### config.mk
export PLATFORM = sky130hd
export DESIGN_NAME = interpolation_search
export DESIGN_NICKNAME = d
export VERILOG_FILES = /design/src/design/isrch_pkg.sv /design/src/design/isrch_div.sv /design/src/design/isrch_dp.sv /design/src/design/isrch_ctrl.sv /design/src/design/interpolation_search.sv
export SDC_FILE = /design/constraint.sdc
export NUM_CORES = 2
export LEC_CHECK = 0
export BUFFER_PORTS_ARGS = -buffer_cell sky130_fd_sc_hd__clkbuf_2
export CAP_MARGIN = 30
export CORE_MARGIN = 2
export CORE_UTILIZATION = 60
export DETAILED_ROUTE_END_ITERATION = 10
export GPL_TIMING_DRIVEN = 0
export PLACE_DENSITY = 0.87
export SYNTH_ARGS = -nofsm -noshare
export SYNTH_HDL_FRONTEND = slang
export SYNTH_SLANG_ARGS = --single-unit
export TNS_END_PERCENT = 10
### constraint.sdc
create_clock -name clk -period 7.8 [get_ports clk]
set_input_delay 1.17 -clock clk [delete_from_list [all_inputs] [get_ports clk]]
set_output_delay 1.17 -clock clk [all_outputs]
set_load 0.01 [all_outputs]
### src/design/isrch_pkg.sv
// Package for the interpolation search block: widths, command codes,
// state encoding and the controller/datapath interface structs.
// No dependencies.
package isrch_pkg;

  localparam int DEPTH  = 32;
  localparam int IDX_W  = 5;
  localparam int CNT_W  = 6;
  localparam int KEY_W  = 32;
  localparam int PROD_W = KEY_W + IDX_W;
  localparam int STEP_W = $clog2(IDX_W);

  localparam logic CMD_WRITE  = 1'b0;
  localparam logic CMD_SEARCH = 1'b1;

  typedef enum logic [1:0] {
    RD_LO,
    RD_HI,
    RD_PROBE
  } rd_sel_t;

  typedef enum logic [3:0] {
    ST_IDLE,
    ST_RD_LO,
    ST_RD_HI,
    ST_CHECK,
    ST_DIV_GO,
    ST_DIV_WAIT,
    ST_PROBE,
    ST_RD_P,
    ST_NARROW,
    ST_DONE
  } state_t;

  typedef struct packed {
    logic    wr_en;
    logic    start;
    rd_sel_t rd_sel;
    logic    cap_kl;
    logic    mul_en;
    logic    div_start;
    logic    probe_set;
    logic    narrow;
    logic    res_load;
    logic    res_found;
  } cmd_t;

  typedef struct packed {
    logic empty;
    logic hit;
    logic stop;
    logic div_done;
  } sts_t;

endpackage

### src/design/isrch_div.sv
// Iterative restoring divider that yields a narrow quotient, one bit per cycle.
// Depends on isrch_pkg for the operand widths.
module isrch_div (
  input  logic                          clk,
  input  logic                          rst_n,
  input  logic                          start,
  input  logic [isrch_pkg::PROD_W-1:0]  dividend,
  input  logic [isrch_pkg::KEY_W-1:0]   divisor,
  output logic                          done,
  output logic [isrch_pkg::IDX_W-1:0]   quot
);
  import isrch_pkg::*;

  logic                busy_r, busy_nxt;
  logic                done_r, done_nxt;
  logic [STEP_W-1:0]   step_r;
  logic [PROD_W-1:0]   rem_r;
  logic [KEY_W-1:0]    dvs_r;
  logic [IDX_W-1:0]    quot_r;
  logic [PROD_W-1:0]   shifted;
  logic [PROD_W:0]     trial;
  logic                ge;

  always_comb begin
    shifted  = PROD_W'(dvs_r) << step_r;
    trial    = {1'b0, rem_r} - {1'b0, shifted};
    ge       = !trial[PROD_W];
    busy_nxt = busy_r;
    done_nxt = 1'b0;
    if (start) begin
      busy_nxt = 1'b1;
    end else if (busy_r && step_r == '0) begin
      busy_nxt = 1'b0;
      done_nxt = 1'b1;
    end
  end

  always_ff @(posedge clk) begin
    if (!rst_n) begin
      busy_r <= 1'b0;
      done_r <= 1'b0;
    end else begin
      busy_r <= busy_nxt;
      done_r <= done_nxt;
    end
  end

  always_ff @(posedge clk) begin
    if (start) begin
      rem_r  <= dividend;
      dvs_r  <= divisor;
      quot_r <= '0;
      step_r <= STEP_W'(IDX_W - 1);
    end else if (busy_r) begin
      if (ge) begin
        rem_r <= trial[PROD_W-1:0];
      end
      quot_r <= {quot_r[IDX_W-2:0], ge};
      step_r <= step_r - 1'b1;
    end
  end

  assign done = done_r;
  assign quot = quot_r;

endmodule

### src/design/isrch_dp.sv
// Datapath of the interpolation search: key table, search bounds, probe
// arithmetic, entry count register and result payload.
// Depends on isrch_pkg and instantiates isrch_div.
module isrch_dp (
  input  logic                          clk,
  input  logic                          rst_n,
  input  isrch_pkg::cmd_t               cmd,
  output isrch_pkg::sts_t               sts,
  input  logic [isrch_pkg::IDX_W-1:0]   in_entry_index,
  input  logic signed [isrch_pkg::KEY_W-1:0] in_key_value,
  input  logic                          cfg_wr_en,
  input  logic [isrch_pkg::CNT_W-1:0]   cfg_wr_data,
  output logic                          out_found,
  output logic [isrch_pkg::IDX_W-1:0]   out_found_index
);
  import isrch_pkg::*;

  logic signed [KEY_W-1:0] table_keys_r [DEPTH];
  logic signed [KEY_W-1:0] rdata_r;
  logic signed [KEY_W-1:0] key_r;
  logic signed [KEY_W-1:0] kl_r;
  logic [CNT_W-1:0]        entry_count_r;
  logic [IDX_W-1:0]        lo_r, hi_r, probe_r;
  logic [PROD_W-1:0]       prod_r;
  logic [KEY_W-1:0]        span_r;
  logic                    out_found_r;
  logic [IDX_W-1:0]        out_index_r;

  logic [CNT_W-1:0]        count_eff;
  logic [IDX_W-1:0]        raddr;
  logic signed [KEY_W:0]   off_w, span_w;
  logic [IDX_W-1:0]        diff;
  logic [PROD_W-1:0]       prod_nxt;
  logic [IDX_W-1:0]        quot;
  logic                    div_done;
  logic [IDX_W-1:0]        probe_nxt;

  isrch_div u_div (
    .clk      (clk),
    .rst_n    (rst_n),
    .start    (cmd.div_start),
    .dividend (prod_r),
    .divisor  (span_r),
    .done     (div_done),
    .quot     (quot)
  );

  always_comb begin
    count_eff = (entry_count_r > CNT_W'(DEPTH)) ? CNT_W'(DEPTH) : entry_count_r;
    case (cmd.rd_sel)
      RD_LO:    raddr = lo_r;
      RD_HI:    raddr = hi_r;
      RD_PROBE: raddr = probe_r;
      default:  raddr = lo_r;
    endcase
    off_w    = {key_r[KEY_W-1], key_r} - {kl_r[KEY_W-1], kl_r};
    span_w   = {rdata_r[KEY_W-1], rdata_r} - {kl_r[KEY_W-1], kl_r};
    diff     = hi_r - lo_r;
    prod_nxt = PROD_W'(off_w[KEY_W-1:0]) * PROD_W'(diff);
    probe_nxt = lo_r + quot;
    if (quot == '0) begin
      probe_nxt = lo_r + 1'b1;
    end
    if (probe_nxt > hi_r) begin
      probe_nxt = hi_r;
    end
    sts.empty    = (count_eff == '0);
    sts.hit      = (kl_r == key_r);
    sts.stop     = (lo_r == hi_r) || (kl_r == rdata_r) ||
                   (key_r < kl_r) || (key_r > rdata_r);
    sts.div_done = div_done;
  end

  always_ff @(posedge clk) begin
    if (cmd.wr_en) begin
      table_keys_r[in_entry_index] <= in_key_value;
    end
    rdata_r <= table_keys_r[raddr];
  end

  always_ff @(posedge clk) begin
    if (!rst_n) begin
      entry_count_r <= '0;
    end else if (cfg_wr_en) begin
      entry_count_r <= cfg_wr_data;
    end
  end

  always_ff @(posedge clk) begin
    if (cmd.start) begin
      key_r <= in_key_value;
      lo_r  <= '0;
      hi_r  <= IDX_W'(count_eff - 1'b1);
    end else if (cmd.narrow) begin
      if (key_r < rdata_r) begin
        hi_r <= probe_r - 1'b1;
      end else begin
        lo_r <= probe_r;
      end
    end
    if (cmd.cap_kl) begin
      kl_r <= rdata_r;
    end
    if (cmd.mul_en) begin
      prod_r <= prod_nxt;
      span_r <= span_w[KEY_W-1:0];
    end
    if (cmd.probe_set) begin
      probe_r <= probe_nxt;
    end
    if (cmd.res_load) begin
      out_found_r <= cmd.res_found;
      out_index_r <= cmd.res_found ? lo_r : '0;
    end
  end

  assign out_found       = out_found_r;
  assign out_found_index = out_index_r;

endmodule

### src/design/isrch_ctrl.sv
// Controller of the interpolation search: sequences table reads, the
// multiply and divide of each probe, and the output handshake.
// Depends on isrch_pkg.
module isrch_ctrl (
  input  logic            clk,
  input  logic            rst_n,
  input  logic            in_valid,
  output logic            in_ready,
  input  logic            in_command,
  output logic            out_valid,
  input  logic            out_ready,
  input  isrch_pkg::sts_t sts,
  output isrch_pkg::cmd_t cmd
);
  import isrch_pkg::*;

  state_t state_r, state_nxt;
  logic   hit_r, hit_nxt;
  logic   out_valid_r, out_valid_nxt;
  logic   acc;
  logic   out_free;

  assign acc      = in_valid && (state_r == ST_IDLE);
  assign out_free = !out_valid_r || out_ready;

  always_comb begin
    state_nxt = state_r;
    case (state_r)
      ST_IDLE: begin
        if (acc && in_command == CMD_SEARCH) begin
          state_nxt = sts.empty ? ST_DONE : ST_RD_LO;
        end
      end
      ST_RD_LO:    state_nxt = ST_RD_HI;
      ST_RD_HI:    state_nxt = ST_CHECK;
      ST_CHECK:    state_nxt = (sts.hit || sts.stop) ? ST_DONE : ST_DIV_GO;
      ST_DIV_GO:   state_nxt = ST_DIV_WAIT;
      ST_DIV_WAIT: state_nxt = sts.div_done ? ST_PROBE : ST_DIV_WAIT;
      ST_PROBE:    state_nxt = ST_RD_P;
      ST_RD_P:     state_nxt = ST_NARROW;
      ST_NARROW:   state_nxt = ST_RD_LO;
      ST_DONE:     state_nxt = out_free ? ST_IDLE : ST_DONE;
      default:     state_nxt = ST_IDLE;
    endcase
  end

  always_comb begin
    cmd           = '0;
    cmd.rd_sel    = RD_LO;
    in_ready      = (state_r == ST_IDLE);
    hit_nxt       = hit_r;
    out_valid_nxt = out_valid_r && !out_ready;
    case (state_r)
      ST_IDLE: begin
        cmd.wr_en = acc && (in_command == CMD_WRITE);
        cmd.start = acc && (in_command == CMD_SEARCH);
        if (cmd.start) begin
          hit_nxt = 1'b0;
        end
      end
      ST_RD_LO: cmd.rd_sel = RD_LO;
      ST_RD_HI: begin
        cmd.rd_sel = RD_HI;
        cmd.cap_kl = 1'b1;
      end
      ST_CHECK: begin
        cmd.mul_en = 1'b1;
        hit_nxt    = sts.hit;
      end
      ST_DIV_GO:   cmd.div_start = 1'b1;
      ST_DIV_WAIT: cmd.rd_sel    = RD_LO;
      ST_PROBE:    cmd.probe_set = 1'b1;
      ST_RD_P:     cmd.rd_sel    = RD_PROBE;
      ST_NARROW:   cmd.narrow    = 1'b1;
      ST_DONE: begin
        if (out_free) begin
          cmd.res_load  = 1'b1;
          cmd.res_found = hit_r;
          out_valid_nxt = 1'b1;
        end
      end
      default: cmd.rd_sel = RD_LO;
    endcase
  end

  always_ff @(posedge clk) begin
    if (!rst_n) begin
      state_r     <= ST_IDLE;
      hit_r       <= 1'b0;
      out_valid_r <= 1'b0;
    end else begin
      state_r     <= state_nxt;
      hit_r       <= hit_nxt;
      out_valid_r <= out_valid_nxt;
    end
  end

  assign out_valid = out_valid_r;

endmodule

### src/design/interpolation_search.sv
// Interpolation search over a 32-entry table of signed 32-bit keys kept in
// ascending order. A write item (command 0) stores one key. A search item
// (command 1) looks among the first entry_count entries and gives one result
// item; each probe reads the bounds and checks them, then computes the probe
// position with the five-step divider and reads the probe entry through the
// single read port of the key table; the output register is loaded last.
// The search answers not found as soon as the key leaves the current end-key
// range. A result waits in the output register while the next item is
// accepted. The table has no reset value; search only over entries that have
// been written.
module interpolation_search (
  input  logic                                clk,
  input  logic                                rst_n,
  input  logic                                in_valid,
  output logic                                in_ready,
  input  logic                                in_command,
  input  logic [isrch_pkg::IDX_W-1:0]         in_entry_index,
  input  logic signed [isrch_pkg::KEY_W-1:0]  in_key_value,
  output logic                                out_valid,
  input  logic                                out_ready,
  output logic                                out_found,
  output logic [isrch_pkg::IDX_W-1:0]         out_found_index,
  input  logic                                cfg_wr_en,
  input  logic [isrch_pkg::CNT_W-1:0]         cfg_wr_data
);
  import isrch_pkg::*;

  cmd_t cmd;
  sts_t sts;

  isrch_ctrl u_ctrl (
    .clk        (clk),
    .rst_n      (rst_n),
    .in_valid   (in_valid),
    .in_ready   (in_ready),
    .in_command (in_command),
    .out_valid  (out_valid),
    .out_ready  (out_ready),
    .sts        (sts),
    .cmd        (cmd)
  );

  isrch_dp u_dp (
    .clk             (clk),
    .rst_n           (rst_n),
    .cmd             (cmd),
    .sts             (sts),
    .in_entry_index  (in_entry_index),
    .in_key_value    (in_key_value),
    .cfg_wr_en       (cfg_wr_en),
    .cfg_wr_data     (cfg_wr_data),
    .out_found       (out_found),
    .out_found_index (out_found_index)
  );

endmodule

Yosys cells after proc, flatten, opt, wreduce, memory -nomap -nowiden

Memories as Yosys holds them, arrays and structs flattened. A register that Yosys moved wholly into a read port is not among the register bits.
Cells that the tools add are included.

Memories kept: 1
Bits of input ports: 49
Logic and storage cells: 116
Output and inout port bits: 8
Bits in read-only memories: 0
Bits in latches: 0
Flip-flop bits (word level): 245
Bits in writable memories: 1024

Equality and inequality tests: 16
Bitwise operators: 3
Divide/modulo/power cells: 0
Shifts and indexed selects: 1
$mul: 1
$lt $le $gt $ge: 5
Multiplexer cells: 34
Add/sub/neg operators: 9
Reductions and logical operators: 27

Memories:

| memory            | depth | bits a word | read ports | clocked after Yosys merged registers in | wr ports | line           | source |
|---|---|---|---|---|---|---|---|
| u_dp.table_keys_r | 32    | 32          | 1          | 1                                       | 1        | isrch_dp.sv:18 | `logic signed [KEY_W-1:0] table_keys_r [DEPTH];` |

Operators with widths:

| kind                                             | count |
|---|---|
| 2-to-1 mux 37 bit                                | 3 |
| == test 32 bit                                   | 2 |
| less-than comparator 32 bit                      | 2 |
| subtractor 32 bit                                | 2 |
| case mux 4 bit (10 select lines)                 | 1 |
| subtractor 37 x 37 -> 38 bit                     | 1 |
| multiplier 32 x 5 -> 37 bit                      | 1 |
| left shift 32 x 3 -> 37 bit                      | 1 |
| > comparator 32 bit                              | 1 |
| 2-to-1 mux 5 bit                                 | 5 |
| == test 4 x 3 -> 1 bit, second input constant    | 4 |
| 2-to-1 mux 4 bit                                 | 4 |
| 2-to-1 mux 1 bit                                 | 13 |
| case mux 5 bit (2 select lines)                  | 1 |
| nonzero test 2 bit                               | 5 |
| subtractor 5 x 1 -> 5 bit, second input constant | 2 |
| == test 4 x 2 -> 1 bit, second input constant    | 2 |
| == test 4 bit, second input constant             | 2 |
| 2-to-1 mux 2 bit                                 | 4 |
| AND reduction 2 bit                              | 4 |
| > comparator 6 bit, second input constant        | 1 |
| logical NOT 6 bit                                | 1 |
| 2-to-1 mux 6 bit                                 | 1 |
| adder 5 x 1 -> 5 bit, second input constant      | 1 |
| 20 further kinds                                 | 32 |

Depth between registers and ports, before layout

Depth in word-level cells: 7
Mapped depth: 28
Depth with buffers taken out: 27

Modules after synthesis

A second synthesis with hierarchy kept.

Cells, all modules: 3909
Area, all modules: 61248.7 µm²

By module, submodules not included:

| module     | sequential area each (µm²) | times used | cells each | area each (µm²) |
|---|---|---|---|---|
| isrch_dp   | 36084.6                    | 1          | 3266       | 54745.0 |
| isrch_div  | 2272.2                     | 1          | 587        | 6063.3 |
| isrch_ctrl | 120.1                      | 1          | 56         | 440.4 |

Least setup slack after synthesis

No wires, ideal clock.

Path kind: register -> register
Start point: reg u_dp.kl_r[1]
End point: reg u_dp.prod_r[36], data pin
Path buffers: 0
Library setup time: 258 ps
Data arrival time: 6147 ps
Clock period less this slack: 6404 ps
Data required time: 7542 ps
Path slack: 1396 ps
Stages on the path, launching flop included: 25
Cells stage by stage: edfxtp_1 inv_1 ha_1 nor2b_1 o31ai_1 a21boi_1 o31ai_1 o21ai_0 a21oi_1 o21a_1 xor2_1 nor2_1 fa_1 fa_1 inv_1 fa_1 inv_1 ha_1 a21o_1 o41a_1 a2111oi_4 nor3_1 or3_1 a21oi_2 xnor2_1

Longest elaborated chain between the ends: 2

RTL lines:

| item                        | line            | source |
|---|---|---|
| start, declared             | isrch_dp.sv:21  | `logic signed [KEY_W-1:0] kl_r;` |
| start signal, assigned      | isrch_dp.sv:102 | `kl_r <= rdata_r;` |
| subtractor 32 bit           | isrch_dp.sv:56  | `off_w = {key_r[KEY_W-1], key_r} - {kl_r[KEY_W-1], kl_r};` |
| multiplier 32 x 5 -> 37 bit | isrch_dp.sv:59  | `prod_nxt = PROD_W'(off_w[KEY_W-1:0]) * PROD_W'(diff);` |
| named net u_dp.prod_nxt[36] | isrch_dp.sv:33  | `logic [PROD_W-1:0] prod_nxt;` |
| end signal, assigned        | isrch_dp.sv:105 | `prod_r <= prod_nxt;` |
| end, declared               | isrch_dp.sv:24  | `logic [PROD_W-1:0] prod_r;` |

The timed path passes the listed nets, and every way through them passes these cells.
A chain may end at the register's enable or synchronous reset.

Worst setup path after layout

Same ends and word-level chain as after synthesis.

==> impl_metrics.env <==
export IMPL_async_flop_share_pct=0
export IMPL_r2r_end="u_dp.prod_r[36]"
export IMPL_finalCriticalPeriod_ns=7.31
export IMPL_cts_tree="yes"
export IMPL_setup_viol=0
export IMPL_clkSlewWorstSetupHoldPaths_ns=0.07
export IMPL_hold_ws_ns=0.417
export IMPL_status="complete, no violations"
export IMPL_synth_edf_count=1242
export IMPL_worstMarginPinSlew_ns=1.02
export IMPL_synthMuxAreaShare_pct=13.5
export IMPL_die_h_um=322
export IMPL_worst_path_max_fanout=5
export IMPL_syn_num_nets=4217
export IMPL_synth_seq_cells=1301
export IMPL_layout_drive_gt1_share_pct=17.4
export IMPL_dr_pass1_iters=6
export IMPL_swShare_pct=38.9
export IMPL_die_area_um2=104000
export IMPL_avgSynthCellArea_um2=15.7
export IMPL_ys_types=73
export IMPL_setup_ws_ns=0.487
export IMPL_seqPwrFrac_pct=29.5
export IMPL_clock_path_buffers=3
export IMPL_reg2regPathDepth=26
export IMPL_cpMaxStageDelayCell="fa_1"
export IMPL_synth_xor_area_share_pct=1.86
export IMPL_drtIter0Drc=5093
export IMPL_num_vias=37478
export IMPL_hold_class="flip-flop to flip-flop"
export IMPL_p_leak_nw=24.0
export IMPL_power_density_nw_per_um2=434
export IMPL_endpoint_kind="flip-flop"
export IMPL_top_usage_layer="met2"
export IMPL_avgRoutedWirePerCell_um=29.1
export IMPL_path_buf_inv=3
export IMPL_gp_congestion=0.965
export IMPL_cp_top_family="compound AO/OA/AOI/OAI gates"
export IMPL_start_kind="flip-flop"
export IMPL_power_switching_mw=11.5
export IMPL_postSynthCellCount=3878
export IMPL_hp_start="u_dp.span_r[19]"
export IMPL_ant_nets=0
export IMPL_synth_compound_area_share_pct=6.26
export IMPL_antenna_found_initial=10
export IMPL_dpl_hpwl_mm=103
export IMPL_cts_root_buf="clkbuf_16"
export IMPL_path_depth=26
export IMPL_fin_util_pct=67.8
export IMPL_htree_levels=3
export IMPL_r2r_start="u_dp.kl_r[1]"
export IMPL_slowest_delay_ns=0.51
export IMPL_die_x_um=322
export IMPL_grt_util_met1_pct=38.2
export IMPL_startpoint="u_dp.kl_r[1]"
export IMPL_synth_main_ff_cell="edfxtp_1"
export IMPL_synth_top_family_by_area="multiplexers"
export IMPL_met2_usage_pct=53.5
export IMPL_vdd_drop_max_mv=0.432
export IMPL_rsz0062_at_grt="no"
export IMPL_fin_nets=4448
export IMPL_crit_end="u_dp.prod_r[36]"
export IMPL_grt_pass1_vias=37839
export IMPL_pre_cts_ws_ns=0.281
export IMPL_start_util_pct=60.6
export IMPL_maxCapViolations=0
export IMPL_finClkSkew_ns=0.0703
export IMPL_synthesis_area_um2=60800
export IMPL_rows=116
export IMPL_ios=57
export IMPL_synthSimpleGateAreaFrac_pct=5.43
export IMPL_clock_fmax_mhz=137
export IMPL_grt_max_degree=47
export IMPL_drt_vias_per_instance=6.72
export IMPL_fill_cells=6087
export IMPL_hold_buffers=0
export IMPL_synth_adder_area_share_pct=7.14
export IMPL_core_area_um2=100000
export IMPL_intPower_mw=18.0
export IMPL_r2r_setup_slack_ns=0.49
export IMPL_grt_use_met3_pct=5.72
export IMPL_cp_required_ns=8.23
export IMPL_seq_area_frac_synth_pct=63.3
export IMPL_period_share_pct=93.8
export IMPL_drc=0
export IMPL_p_comb_share_pct=49.9
export IMPL_grt_pass1_wl_mm=242
export IMPL_io_buffer_count=55
export IMPL_ys_warnings_count=0
export IMPL_slew_viol_final=0
export IMPL_grt_ovfl_total=0
export IMPL_clkPwrFrac_pct=20.6
export IMPL_hold_violations=0
export IMPL_areaGrowthSynthToFinish_pct=11.9
export IMPL_clock_latency_ns=0.75
export IMPL_slew_headroom_pct=31.5
export IMPL_cts_sinks=1301
export IMPL_track_usage_pct=31.7
export IMPL_cts_buffers=121
export IMPL_stdcell_area_um2=68000
export IMPL_crit_type="flip-flop to flip-flop"
export IMPL_routed_wl_mm=162
export IMPL_post_dp_cell_area_um2=63900
export IMPL_critical_path_arrival_ns=7.74
flip-flops by register name (all words and copies together) (netlist names), 6 cells and up:
name / count
u_dp.kl_r: 32
u_dp.u_div.dvs_r: 32
u_dp.prod_r: 37
u_dp.span_r: 32
u_dp.key_r: 32
u_dp.rdata_r: 32
u_dp.u_div.rem_r: 37
u_dp.table_keys_r: 1024
u_dp.entry_count_r: 6
synth_stat cells (all sizes together), types with 13 or more instances:
cell    instances  area share [%]
nand4          27            0.28
nand2b         41            0.42
o21a           20            0.26
nand2         169             1.0
o21bai         17            0.21
buf            41            0.32
a21oi         182             1.5
mux2           69             1.3
nand3          39            0.32
nor3           31            0.26
a21o           71            0.88
and2           22            0.23
mux4          279              10
nor2b          32            0.33
or3            13            0.13
and3           20            0.21
clkbuf        117            0.72
o21ai         139             1.1
fa             95             3.1
a31oi          24            0.25
a211oi         20            0.25
xor2           53            0.76
ha            195             4.0
edfxtp       1242              61
nor2          265             1.6
xnor2          76             1.1
dfxtp          59             1.9
o211ai         42            0.52
mux2i         116             1.9
inv           229             1.4
metrics by stage:
step           instances  power [mW]  TNS (ns)
4_1_cts             5568        29.3         0
2_1_floorplan       3878        19.7         0
5_1_grt             5576        31.3         0
6_report            5577        29.5         0
3_5_place_dp        5338        23.0         0
3_3_place_gp        5290        22.5    -16.80
worst min path at each step:
stage / end / depth (start not counted)
floorplan: u_dp.u_div.dvs_r[0] / 0
CTS: u_dp.u_div.dvs_r[19] / 0
global route: u_dp.u_div.dvs_r[19] / 0
finish: u_dp.u_div.dvs_r[19] / 0
detailed placement: u_dp.u_div.dvs_r[21] / 0
global placement: u_dp.u_div.dvs_r[20] / 0
worst reg2reg max path, cell delays in order, from the launching register on:
cell and delay (ns):
edfxtp_1 0.43, inv_1 0.10, ha_1 0.33, nor2b_1 0.15, o31ai_1 0.46, a21boi_1 0.33, o31ai_4 0.45, o2111ai_1 0.17
a31o_2 0.26, a21oi_1 0.23, xor2_2 0.29, nor2_1 0.11, fa_1 0.48, fa_1 0.51, inv_1 0.05, fa_1 0.49
inv_1 0.04, ha_1 0.34, a21o_1 0.19, a21o_1 0.17, a21oi_1 0.30, nand2b_1 0.15, a2111oi_4 0.25, nor3_1 0.13
or3_1 0.38, a21oi_2 0.16, xnor2_1 0.07
cell usage in the layout (no fill, tap or decap), types with 71 or more instances in the layout:
cell type / n
nand2_1: 169
clkbuf_1: 131
mux4_2: 279
xnor2_1: 76
ha_1: 195
inv_1: 228
fa_1: 95
clkbuf_16: 123
mux2i_1: 116
o21ai_0: 137
edfxtp_1: 1242
a21oi_1: 181
a21o_1: 71
nor2_1: 233
repair_timing:
| item | 4_1_cts | 5_1_grt |
|---|---|---|
| buffers inserted | 0 | 0 |
| gates resized for setup | 0 | 3 |
| endpoints found under the setup margin | 0 | 4 |
power groups by stage:
stage / logic (mW) / clock network (mW) / registers (mW)
after floorplan: 10.9 / 0 / 8.78
after global placement: 13.6 / 0 / 8.84
after detailed placement: 14.2 / 0 / 8.85
after CTS: 14.5 / 6.08 / 8.71
after global routing: 16.3 / 6.31 / 8.72
final: 14.7 / 6.08 / 8.71
logic make-up (layout without fill, tap and decap cells):
kind of cell               count (synthesis)  in the layout
AOI/OAI and AO/OA                        601            601
xor gates and xnor gates                 129            129
adders and majority gates                290            290
buffers and inverters                    388            726
DFF                                     1301           1301
muxes                                    464            464
other                                      0              4
and+or+nand+nor                          705            705
cell type report:
class	instances	area (um^2)	area share, %
inverter	230	863	1.27
antenna	4	10.0	0.0147
sequential	1301	38500	56.6
clock buffer	142	3190	4.69
tap	1357	1700	2.50
buffer	158	632	0.929
clock inverter	88	845	1.24
multi-input combinational	2189	21100	31.0
timing repair buffer	108	1230	1.82
metal layers:
layer / vias to the layer above / share of wire, %
met5: - / 0.040
met4: 10 / 7.0
met3: 658 / 9.6
met2: 2862 / 50
met1: 18541 / 34
li1: 15407 / -
(Power assumes the default switching activity.)
